`src/sv/mbd_pkg.sv`:
```
package mbd_pkg;

    localparam int CFG_W      = 9;
    localparam int ROW_W      = 8;
    localparam int CH_W       = 8;
    localparam int PAIR_W     = CH_W + 1;
    localparam int NUM_CH     = 4;
    localparam int ADDR_W     = 3;
    localparam int DATA_W     = 32;
    localparam int MAX_HEIGHT = 256;

    localparam logic [CFG_W-1:0] WIDTH_RST  = 9'd64;
    localparam logic [CFG_W-1:0] HEIGHT_RST = 9'd64;

    // Register index, taken from paddr[2]
    localparam logic REG_WIDTH  = 1'b0;
    localparam logic REG_HEIGHT = 1'b1;

    typedef logic [NUM_CH-1:0][CH_W-1:0]   pixel_t;
    typedef logic [NUM_CH-1:0][PAIR_W-1:0] pair_t;

    typedef struct packed {
        logic [CFG_W-1:0] width;
        logic [CFG_W-1:0] height;
        logic             restart;
    } cfg_ctrl_t;

    typedef struct packed {
        logic emit;
        logic row_end;
        logic frame_end;
    } tag_t;

endpackage

```
`src/sv/mbd_apb_regs.sv`:
```
module mbd_apb_regs #(
    parameter int MAX_WIDTH = 256
) (
    input  logic                       clk,
    input  logic                       rst_n,
    input  logic                       psel,
    input  logic                       penable,
    input  logic                       pwrite,
    input  logic [mbd_pkg::ADDR_W-1:0] paddr,
    input  logic [mbd_pkg::DATA_W-1:0] pwdata,
    output logic [mbd_pkg::DATA_W-1:0] prdata,
    output logic                       pready,
    output mbd_pkg::cfg_ctrl_t         cfg
);
    import mbd_pkg::*;

    logic [CFG_W-1:0] width_reg;
    logic [CFG_W-1:0] width_next;
    logic [CFG_W-1:0] height_reg;
    logic [CFG_W-1:0] height_next;
    logic             wr_en;

    // Round down to even, then saturate to 2..hi
    function automatic logic [CFG_W-1:0] clamp_even(input logic [CFG_W-1:0] v, input int hi);
        logic [CFG_W-1:0] r;
        r = v & ~(CFG_W'(1));
        if (r < CFG_W'(2)) r = CFG_W'(2);
        if (32'(r) > hi) r = CFG_W'(hi & ~1);
        return r;
    endfunction

    assign pready = 1'b1;
    assign wr_en  = psel && penable && pwrite && pready;

    always_comb
    begin
        width_next  = width_reg;
        height_next = height_reg;
        if (wr_en)
        begin
            case (paddr[2])
                REG_WIDTH:  width_next  = pwdata[CFG_W-1:0];
                REG_HEIGHT: height_next = pwdata[CFG_W-1:0];
                default:    width_next  = width_reg;
            endcase
        end
    end

    always_ff @(posedge clk or negedge rst_n)
    begin
        if (!rst_n)
        begin
            width_reg  <= WIDTH_RST;
            height_reg <= HEIGHT_RST;
        end
        else
        begin
            width_reg  <= width_next;
            height_reg <= height_next;
        end
    end

    always_comb
    begin
        case (paddr[2])
            REG_WIDTH:  prdata = DATA_W'(width_reg);
            REG_HEIGHT: prdata = DATA_W'(height_reg);
            default:    prdata = '0;
        endcase
    end

    assign cfg.width   = clamp_even(width_reg, MAX_WIDTH);
    assign cfg.height  = clamp_even(height_reg, MAX_HEIGHT);
    // Any register write starts a new frame
    assign cfg.restart = wr_en;

endmodule

```
`src/sv/mbd_scan.sv`:
```
module mbd_scan #(
    parameter int MAX_WIDTH  = 256,
    parameter int LINE_DEPTH = 128,
    parameter int SLOT_W     = 7
) (
    input  logic                 clk,
    input  logic                 rst_n,
    input  mbd_pkg::cfg_ctrl_t   cfg,
    input  logic                 in_fire,
    input  mbd_pkg::pixel_t      pixel,
    output logic                 ram_we,
    output logic                 ram_re,
    output logic [SLOT_W-1:0]    ram_addr,
    output mbd_pkg::pair_t       pair,
    output mbd_pkg::tag_t        tag
);
    import mbd_pkg::*;

    localparam int WMAX  = (MAX_WIDTH > 510) ? 510 : (MAX_WIDTH & ~1);
    localparam int COL_W = (WMAX > 2) ? $clog2(WMAX) : 1;

    logic [COL_W-1:0] col_reg;
    logic [COL_W-1:0] col_next;
    logic [ROW_W-1:0] row_reg;
    logic [ROW_W-1:0] row_next;
    pixel_t           left_reg;
    pixel_t           left_next;
    logic [COL_W-1:0] col_half;
    logic             last_col;
    logic             last_row;
    logic             odd_col;
    logic             odd_row;

    assign last_col = (CFG_W'(col_reg) + CFG_W'(1)) >= cfg.width;
    assign last_row = (CFG_W'(row_reg) + CFG_W'(1)) >= cfg.height;
    assign odd_col  = col_reg[0];
    assign odd_row  = row_reg[0];
    assign col_half = col_reg >> 1;
    assign ram_addr = SLOT_W'(32'(col_half) & 32'(LINE_DEPTH - 1));

    always_comb
    begin
        for (int i = 0; i < NUM_CH; i++)
        begin
            pair[i] = PAIR_W'(left_reg[i]) + PAIR_W'(pixel[i]);
        end
    end

    // Even rows store pair sums, odd rows fetch them for the block result
    assign ram_we        = in_fire && odd_col && !odd_row;
    assign ram_re        = in_fire && odd_col && odd_row;
    assign tag.emit      = odd_col && odd_row;
    assign tag.row_end   = last_col;
    assign tag.frame_end = last_col && last_row;

    always_comb
    begin
        col_next  = col_reg;
        row_next  = row_reg;
        left_next = left_reg;
        if (cfg.restart)
        begin
            col_next = '0;
            row_next = '0;
        end
        else if (in_fire)
        begin
            if (!odd_col)
            begin
                left_next = pixel;
            end
            if (last_col)
            begin
                col_next = '0;
                row_next = last_row ? '0 : row_reg + ROW_W'(1);
            end
            else
            begin
                col_next = col_reg + COL_W'(1);
            end
        end
    end

    always_ff @(posedge clk or negedge rst_n)
    begin
        if (!rst_n)
        begin
            col_reg  <= '0;
            row_reg  <= '0;
            left_reg <= '0;
        end
        else
        begin
            col_reg  <= col_next;
            row_reg  <= row_next;
            left_reg <= left_next;
        end
    end

endmodule

```
`src/sv/mbd_line_ram.sv`:
```
module mbd_line_ram #(
    parameter int DEPTH  = 128,
    parameter int ADDR_W = 7,
    parameter int WORD_W = 36
) (
    input  logic              clk,
    input  logic              we,
    input  logic              re,
    input  logic [ADDR_W-1:0] addr,
    input  logic [WORD_W-1:0] wdata,
    output logic [WORD_W-1:0] rdata
);
    logic [WORD_W-1:0] line_mem_reg [DEPTH];
    logic [WORD_W-1:0] rdata_reg;

    // Read data holds until the next read
    always_ff @(posedge clk)
    begin
        if (we)
        begin
            line_mem_reg[addr] <= wdata;
        end
        if (re)
        begin
            rdata_reg <= line_mem_reg[addr];
        end
    end

    assign rdata = rdata_reg;

endmodule

```
`src/sv/mipmap_box_downsample_2x2.sv`:
```
// 2x2 box downsample of an RGBA8 raster stream, one pixel accepted per cycle while
// in_ready is high. A block result passes from the closing pixel's transfer through
// stage 1 into the output registers; throughput, set by the single line store port
// (a write on even rows, a read on odd rows), is one pixel per cycle unless stalled.
// Reset clears counters, left pixel and valid flags; the line store is not cleared.
module mipmap_box_downsample_2x2 #(
    parameter int MAX_WIDTH = 256
) (
    input  logic                       clk,
    input  logic                       rst_n,
    input  logic                       psel,
    input  logic                       penable,
    input  logic                       pwrite,
    input  logic [mbd_pkg::ADDR_W-1:0] paddr,
    input  logic [mbd_pkg::DATA_W-1:0] pwdata,
    output logic [mbd_pkg::DATA_W-1:0] prdata,
    output logic                       pready,
    input  logic                       in_valid,
    output logic                       in_ready,
    input  logic [mbd_pkg::CH_W-1:0]   red_in,
    input  logic [mbd_pkg::CH_W-1:0]   green_in,
    input  logic [mbd_pkg::CH_W-1:0]   blue_in,
    input  logic [mbd_pkg::CH_W-1:0]   alpha_in,
    output logic                       out_valid,
    input  logic                       out_ready,
    output logic [mbd_pkg::CH_W-1:0]   red_out,
    output logic [mbd_pkg::CH_W-1:0]   green_out,
    output logic [mbd_pkg::CH_W-1:0]   blue_out,
    output logic [mbd_pkg::CH_W-1:0]   alpha_out,
    output logic                       row_end,
    output logic                       frame_end
);
    import mbd_pkg::*;

    localparam int LINE_DEPTH = MAX_WIDTH / 2;
    localparam int SLOT_W     = (LINE_DEPTH > 1) ? $clog2(LINE_DEPTH) : 1;
    localparam int WORD_W     = NUM_CH * PAIR_W;

    cfg_ctrl_t             cfg;
    pixel_t                pixel;
    pair_t                 pair;
    tag_t                  tag;
    logic                  ram_we;
    logic                  ram_re;
    logic [SLOT_W-1:0]     ram_addr;
    logic [WORD_W-1:0]     ram_rdata;
    pair_t                 above;
    pixel_t                avg;
    logic                  in_fire;
    logic                  s1_move;

    logic                  s1_valid_reg;
    logic                  s1_valid_next;
    pair_t                 s1_pair_reg;
    pair_t                 s1_pair_next;
    logic                  s1_row_end_reg;
    logic                  s1_row_end_next;
    logic                  s1_frame_end_reg;
    logic                  s1_frame_end_next;
    logic                  out_valid_reg;
    logic                  out_valid_next;
    pixel_t                out_pix_reg;
    pixel_t                out_pix_next;
    logic                  out_row_end_reg;
    logic                  out_row_end_next;
    logic                  out_frame_end_reg;
    logic                  out_frame_end_next;

    mbd_apb_regs #(
        .MAX_WIDTH (MAX_WIDTH)
    ) u_regs (
        .clk     (clk),
        .rst_n   (rst_n),
        .psel    (psel),
        .penable (penable),
        .pwrite  (pwrite),
        .paddr   (paddr),
        .pwdata  (pwdata),
        .prdata  (prdata),
        .pready  (pready),
        .cfg     (cfg)
    );

    assign pixel = {alpha_in, blue_in, green_in, red_in};

    mbd_scan #(
        .MAX_WIDTH  (MAX_WIDTH),
        .LINE_DEPTH (LINE_DEPTH),
        .SLOT_W     (SLOT_W)
    ) u_scan (
        .clk      (clk),
        .rst_n    (rst_n),
        .cfg      (cfg),
        .in_fire  (in_fire),
        .pixel    (pixel),
        .ram_we   (ram_we),
        .ram_re   (ram_re),
        .ram_addr (ram_addr),
        .pair     (pair),
        .tag      (tag)
    );

    mbd_line_ram #(
        .DEPTH  (LINE_DEPTH),
        .ADDR_W (SLOT_W),
        .WORD_W (WORD_W)
    ) u_line (
        .clk   (clk),
        .we    (ram_we),
        .re    (ram_re),
        .addr  (ram_addr),
        .wdata (pair),
        .rdata (ram_rdata)
    );

    // Stage 1 waits on the line read; it moves on whenever the output slot frees
    assign s1_move  = s1_valid_reg && (!out_valid_reg || out_ready);
    assign in_ready = !s1_valid_reg || s1_move;
    assign in_fire  = in_valid && in_ready;

    assign above = ram_rdata;

    always_comb
    begin
        logic [PAIR_W:0] sum;
        for (int i = 0; i < NUM_CH; i++)
        begin
            sum    = {1'b0, above[i]} + {1'b0, s1_pair_reg[i]};
            avg[i] = sum[PAIR_W:2];
        end
    end

    always_comb
    begin
        s1_valid_next      = s1_valid_reg;
        s1_pair_next       = s1_pair_reg;
        s1_row_end_next    = s1_row_end_reg;
        s1_frame_end_next  = s1_frame_end_reg;
        out_valid_next     = out_valid_reg;
        out_pix_next       = out_pix_reg;
        out_row_end_next   = out_row_end_reg;
        out_frame_end_next = out_frame_end_reg;

        if (in_fire)
        begin
            s1_valid_next     = tag.emit;
            s1_pair_next      = pair;
            s1_row_end_next   = tag.row_end;
            s1_frame_end_next = tag.frame_end;
        end
        else if (s1_move)
        begin
            s1_valid_next = 1'b0;
        end

        if (s1_move)
        begin
            out_valid_next     = 1'b1;
            out_pix_next       = avg;
            out_row_end_next   = s1_row_end_reg;
            out_frame_end_next = s1_frame_end_reg;
        end
        else if (out_ready)
        begin
            out_valid_next = 1'b0;
        end
    end

    always_ff @(posedge clk or negedge rst_n)
    begin
        if (!rst_n)
        begin
            s1_valid_reg  <= 1'b0;
            out_valid_reg <= 1'b0;
        end
        else
        begin
            s1_valid_reg  <= s1_valid_next;
            out_valid_reg <= out_valid_next;
        end
    end

    always_ff @(posedge clk)
    begin
        s1_pair_reg       <= s1_pair_next;
        s1_row_end_reg    <= s1_row_end_next;
        s1_frame_end_reg  <= s1_frame_end_next;
        out_pix_reg       <= out_pix_next;
        out_row_end_reg   <= out_row_end_next;
        out_frame_end_reg <= out_frame_end_next;
    end

    assign out_valid = out_valid_reg;
    assign red_out   = out_pix_reg[0];
    assign green_out = out_pix_reg[1];
    assign blue_out  = out_pix_reg[2];
    assign alpha_out = out_pix_reg[3];
    assign row_end   = out_row_end_reg;
    assign frame_end = out_frame_end_reg;

endmodule

```
`config.mk`:
```
export PLATFORM = sky130hd
export DESIGN_NAME = mipmap_box_downsample_2x2
export DESIGN_NICKNAME = d
export VERILOG_FILES = /design/src/sv/mbd_pkg.sv /design/src/sv/mbd_apb_regs.sv /design/src/sv/mbd_scan.sv /design/src/sv/mbd_line_ram.sv /design/src/sv/mipmap_box_downsample_2x2.sv
export SDC_FILE = /design/constraint.sdc
export NUM_CORES = 2
export LEC_CHECK = 0
export BUFFER_PORTS_ARGS = -buffer_cell sky130_fd_sc_hd__buf_2
export CORE_MARGIN = 2
export CORE_UTILIZATION = 57
export CTS_CLUSTER_SIZE = 40
export DETAILED_ROUTE_END_ITERATION = 12
export GPL_ROUTABILITY_DRIVEN = 0
export GPL_TIMING_DRIVEN = 0
export PLACE_DENSITY_LB_ADDON = 0.08
export SLEW_MARGIN = 10
export SYNTH_ARGS = -nofsm -noshare
export SYNTH_HDL_FRONTEND = slang
export SYNTH_MEMORY_MAX_BITS = 65536
export SYNTH_SLANG_ARGS = --single-unit
```
`constraint.sdc`:
```
create_clock -name clk -period 7.55 [get_ports clk]
set_clock_uncertainty 0.15 [all_clocks]
set_input_delay 1.51 -clock clk [delete_from_list [all_inputs] [get_ports clk]]
set_output_delay 1.51 -clock clk [all_outputs]
set_load 0.02 [all_outputs]
```
### After elaboration in Yosys (flattened, before gate mapping)

Memory sizes are Yosys's and may differ from the RTL's. A register that Yosys moved wholly into a read port is not among the register bits.
Index checks and enable logic that the tools add are counted.
Widths: inputs -> output; s select.

* $lt $le $gt $ge: 6
* bitwise logic cells: 3
* reductions and logical operators: 22
* multiplexer cells: 18
* add/subtract/negate cells: 12

Operators with widths (number)
* $pmux 32 s2: 1
* $mux 8: 7
* $add 9x9->10: 4
* $add 8x8->9: 4
* $mux 9: 4
* $add 8x1->9 const B: 2
* $ge 9x9->1: 2
* $gt 9x9->1 const B: 2
* $lt 9x2->1 const B: 2
* $add 8x1->8 const B: 2
* $logic_and 1x1->1: 9
* $reduce_bool 2->1: 4
* $mux 1: 6
* $reduce_and 2->1: 3
* $logic_not 1->1: 3
* $not 1->1: 3
* $reduce_and 3->1: 1
* $logic_or 1x1->1: 2

* word-level logic and storage cells: 84
* register bits after elaboration: 140
* output and inout bits: 69
* bits in writable memories: 4608
* memories kept: 1

Memories
* u_line.line_mem_reg: depth 128, bits a word 36, read ports 1, clocked after Yosys merged registers in 1, wr ports 1, RTL line mbd_line_ram.sv:13 `logic [WORD_W-1:0] line_mem_reg [DEPTH];`

### Longest topological paths before layout

* word-level depth: 9
* mapped depth: 17

### Hierarchy

Synthesis repeated with hierarchy kept, for this count alone.

* cell total of the unflattened synthesis: 10835
* area total of the unflattened synthesis: 185312.7 µm²

By module, submodules not included
* mbd_line_ram: seq. area each 139453.7 µm², cells an instance 10080, instances 1, area an instance 176793.3 µm²
* mbd_scan: seq. area each 1201.2 µm², cells an instance 427, instances 1, area an instance 3898.7 µm²
* mipmap_box_downsample_2x2: seq. area each 2212.1 µm², cells an instance 228, instances 1, area an instance 3445.8 µm²
* mbd_apb_regs: seq. area each 452.9 µm², cells an instance 100, instances 1, area an instance 1174.9 µm²

### Worst setup path before layout

No wires, ideal clock.

* kind: input port to flip-flop
* from: in alpha_in[0] in the netlist's numbering
* to: reg s1_pair_reg[35] in the netlist's numbering (data pin)
* stages: 9
* buffers on the path: 0
* data arrival time: 7.604 ns
* data required time: 6.196 ns
* library setup time: 1.204 ns
* setup slack: -1.408 ns
* cells stage by stage: ha_1 -> inv_1 -> fa_1 -> nor2b_1 -> o21ai_0 -> nand2b_1 -> a21o_1 -> a21oi_1 -> o21ai_0

RTL lines
* from (decl): RTL line mipmap_box_downsample_2x2.sv:23 `input logic [mbd_pkg::CH_W-1:0] alpha_in,`
* to (signal assigned): RTL line mipmap_box_downsample_2x2.sv:185 `s1_pair_reg <= s1_pair_next;`
* to (decl): RTL line mipmap_box_downsample_2x2.sv:54 `pair_t s1_pair_reg;`

==> flow_summary_export.csv <==
group,metric,value,unit
synth,async_reset_ff_share,1.42,%
synth,synth_cell_type_count,64,
pwr,switching_share,32.0,%
critical_path,critPathBufInv,6,
pwr,power.total,0.0859,W
timing,tns,0,ns
run,maxCapViolCount,0,
pwr,p_per_area,402,nW/um^2
finish,fillerInstances,21100,
critical_path,cp.arrival,7.00,ns
grt,antenna_found_initial,34,
timing,rsz0062_at_grt,"no",
critical_path,critical_path_class,"reg2reg",
grt,gr-total-overflow,0,
pwr,vdd_drop_max,0.424,mV
floorplan,num_rows,209,
clock_tree,clkLatencyLatePin,1.00,ns
grt,grt_max_degree,90,
floorplan,dieArea,329000,sq um
floorplan,die_w,573,um
synth,synth_area_per_cell,20.8,sq um
synth,ys_seq_area_share,77.6,%
detailed_routing,dr.pass1.iters,9,
critical_path,worstSetupEndpointType,"register",
critical_path,required,8.31,ns
detailed_routing,drc,0,
floorplan,die_y,573,um
finish,drive_gt1_share,22.9,%
critical_path,start_kind,"register",
critical_path,ff2ff_setup_slack,1.31,ns
detailed_routing,wl,496000,um
critical_path,slowest_delay,0.58,ns
pwr,power_frac_comb,30.3,%
clock_tree,cts_setup_buffers,0,
detailed_routing,drt_iter0_drc,12800,
finish,stdcell_area,214000,sq um
hold_path,hold_class,"reg2reg",
pwr,p_int,0.0584,W
timing,fin_crit,6.24,ns
floorplan,start_util,57.1,%
critical_path,cp_cell_sequence,"buf_2 -> and2_1 -> clkbuf_1 -> buf_2 -> buf_2 -> nand2_1 -> nor2_1 -> xor2_1 -> ha_1 -> a21o_1 -> a211o_1 -> a211oi_1 -> or2_1 -> clkbuf_1 -> inv_1 -> a21oi_1 -> a32o_1",
clock_tree,cts.clk_slew.worst_paths,0.06,ns
clock_tree,cts_buffers,469,
finish,synthToLayoutAreaGrowth,15.7,%
clock_tree,cts_sinks,4784,
clock_tree,cts-htree-levels,5,
clock_tree,hold_buffers,0,
grt,grtUsageTotal,30.0,%
pwr,leakagePower,67.1,nW
detailed_routing,dr_total_vias,94200,
pwr,seqPwrFrac,43.0,%
floorplan,coreArea,323000,sq um
synth,synth-edff-count,4716,
critical_path,crit_start,"u_scan.col_reg[2]",
finish,multi_input_area,40300,sq um
finish,final_nets,9996,
critical_path,crit_slowest_cell,"buf_2",
timing,tightest_slew,1.38,ns
synth,ys.flop_type,"edfxtp_1",
critical_path,path_delay_family,"buffers and inverters",
timing,maxSlewViolCount,0,
placement,numPortBuffers,93,
pwr,pwr-share-clk,26.8,%
detailed_routing,wl_per_cell,34.0,um
critical_path,cp_max_fo,10,
timing,max-slew-margin-rel,8.29,%
synth,synthesis.area,185000,sq um
clock_tree,cts_resized,0,
clock_tree,cts_max_path_buffers,4,
floorplan,ios,143,
detailed_routing,ant_nets,0,
timing,period_share,82.6,%
synth,syn-instance-count,8899,
finish,seq_area,143000,sq um
synth,ys_ff_latch,4784,
critical_path,crit_top_cell,"buf_2",
placement,dp_hpwl,353000,um
timing,hold_viol,0,
finish,largest_reg_flops,4608,
pwr,p_sw,0.0275,W
grt,grt_pass1_wl,694000,um
critical_path,r2r_start,"u_scan.col_reg[2]",
status,outcome,"finished clean",
placement,dpl_cell_area,199000,sq um
clock_tree,cts_root_buf,"clkbuf_16",
timing,fmax,0.160,GHz
detailed_routing,vias_per_cell,6.47,
timing,setup_viol,0,
hold_path,hp-start,"s1_frame_end_reg",
synth,yosysWarnings,0,
grt,grt_pass1_vias,93300,
clock_tree,cts_tree,"done",
==> worst register-to-register path, cell delays in order (launching register included) <==
cell      delay, ns
dfrtp_1        0.31
buf_2          0.53
and2_1         0.23
clkbuf_1       0.51
buf_2          0.58
buf_2          0.45
nand2_1        0.21
nor2_1         0.19
xor2_1         0.53
ha_1           0.36
a21o_1         0.17
a211o_1        0.31
a211oi_1       0.22
or2_1          0.13
clkbuf_1       0.41
inv_1          0.30
a21oi_1        0.38
a32o_1         0.18
==> synthesized netlist by cell type, types with 36 or more instances <==
| library cell | instances | area, sq um |
|---|---|---|
| edfxtp_1 | 4716 | 142000 |
| mux2i_1 | 900 | 9010 |
| mux4_2 | 756 | 17000 |
| a22oi_1 | 576 | 4320 |
| nand3_1 | 232 | 1160 |
| clkbuf_1 | 225 | 845 |
| nor2_1 | 180 | 676 |
| nand2_1 | 163 | 612 |
| a21oi_1 | 141 | 706 |
| buf_2 | 116 | 581 |
| buf_4 | 95 | 713 |
| mux2_2 | 90 | 1010 |
| ha_1 | 82 | 1030 |
| nand4_1 | 73 | 457 |
| o21ai_0 | 67 | 335 |
| dfrtp_1 | 66 | 1650 |
| buf_1 | 63 | 236 |
| nand2b_1 | 45 | 282 |
| xnor2_1 | 42 | 368 |
| a41o_1 | 37 | 370 |
| o2111ai_1 | 36 | 315 |
==> per-stage QoR <==
| step | std cells | utilization [%] | hold slack, ns | setup WS (ns) |
|---|---|---|---|---|
| 2_1_floorplan | 8921 | - | 0.250 | 0.217 |
| 3_3_place_gp | 13300 | 59.0 | 0.265 | -6.99 |
| 3_5_place_dp | 13700 | 61.4 | 0.271 | 1.51 |
| 4_1_cts | 14600 | 66.1 | 0.276 | 1.48 |
| 5_1_grt | 14600 | 66.1 | 0.322 | 1.26 |
| 6_report | 14600 | 66.1 | 0.285 | 1.31 |
==> worst paths after layout <==
| path | endpoint | cells after the start |
|---|---|---|
| min | frame_end | 0 |
| max reg2reg | u_scan.row_reg[1] | 17 |
| min in group asynchronous | u_regs.height_reg[0] | 1 |
| min reg2reg | frame_end | 0 |
| max in group asynchronous | u_scan.left_reg[24] | 2 |
| max | u_scan.row_reg[1] | 17 |
==> logic make-up after synthesis <==
group           count (synthesis)  synth area share (%)
simple gates                  769                  1.98
xor+xnor                       58                 0.275
mux                          1746                  14.6
compound gates                912                  3.51
fa+ha+maj                      86                 0.599
other cells                     2               0.00406
buf+inv                       542                  1.44
flops                        4784                  77.6
==> cell usage in the layout, fill, tap and decap left out, drive strengths merged, types with 4 or more instances in the layout <==
master	instances
clkbuf	817
nor3	24
a21o	13
a22oi	576
a31oi	6
a41o	37
clkinvlp	6
nand3	232
buf	733
mux4	756
and3	8
bufinv	47
a21oi	141
inv	40
or2	5
conb	24
nand2	163
ha	82
nand2b	45
mux2	90
dfrtp	66
xnor2	42
a32o	6
nor2	180
o2111ai	36
o21ai	68
fa	4
and2	6
edfxtp	4716
mux2i	900
nor2b	19
o21a	8
xor2	16
diode	11
clkinv	215
nand4	74
==> power groups by stage <==
| stage | registers (W) | clock network, W | logic (W) |
|---|---|---|---|
| final | 0.0369 | 0.0230 | 0.0260 |
| after global routing | 0.0369 | 0.0243 | 0.0271 |
| after CTS | 0.0369 | 0.0232 | 0.0259 |
| after detailed placement | 0.0375 | 0 | 0.0258 |
| after global placement | 0.0387 | 0 | 0.0194 |
| after floorplan | 0.0390 | 0 | 0.0123 |
==> cell type report <==
type | count | share of cell area, %
buffer | 515 | 1.20
timing repair buffer | 444 | 3.28
inverter | 27 | 0.0562
multi-input combinational | 3595 | 18.8
antenna | 11 | 0.0129
sequential | 4784 | 67.1
tap | 4325 | 2.53
clock inverter | 281 | 1.21
clock buffer | 591 | 5.82
==> metal layers <==
layer / vias up / routed length [um] / track usage, %
li1: 39000 / - / -
met1: 49900 / 194000 / 42.6
met2: 4663 / 237000 / 47.7
met3: 646 / 46000 / 5.41
met4: 4 / 18300 / 10.1
met5: - / 23 / 0
No activity file was read; power rests on OpenSTA's default activity.
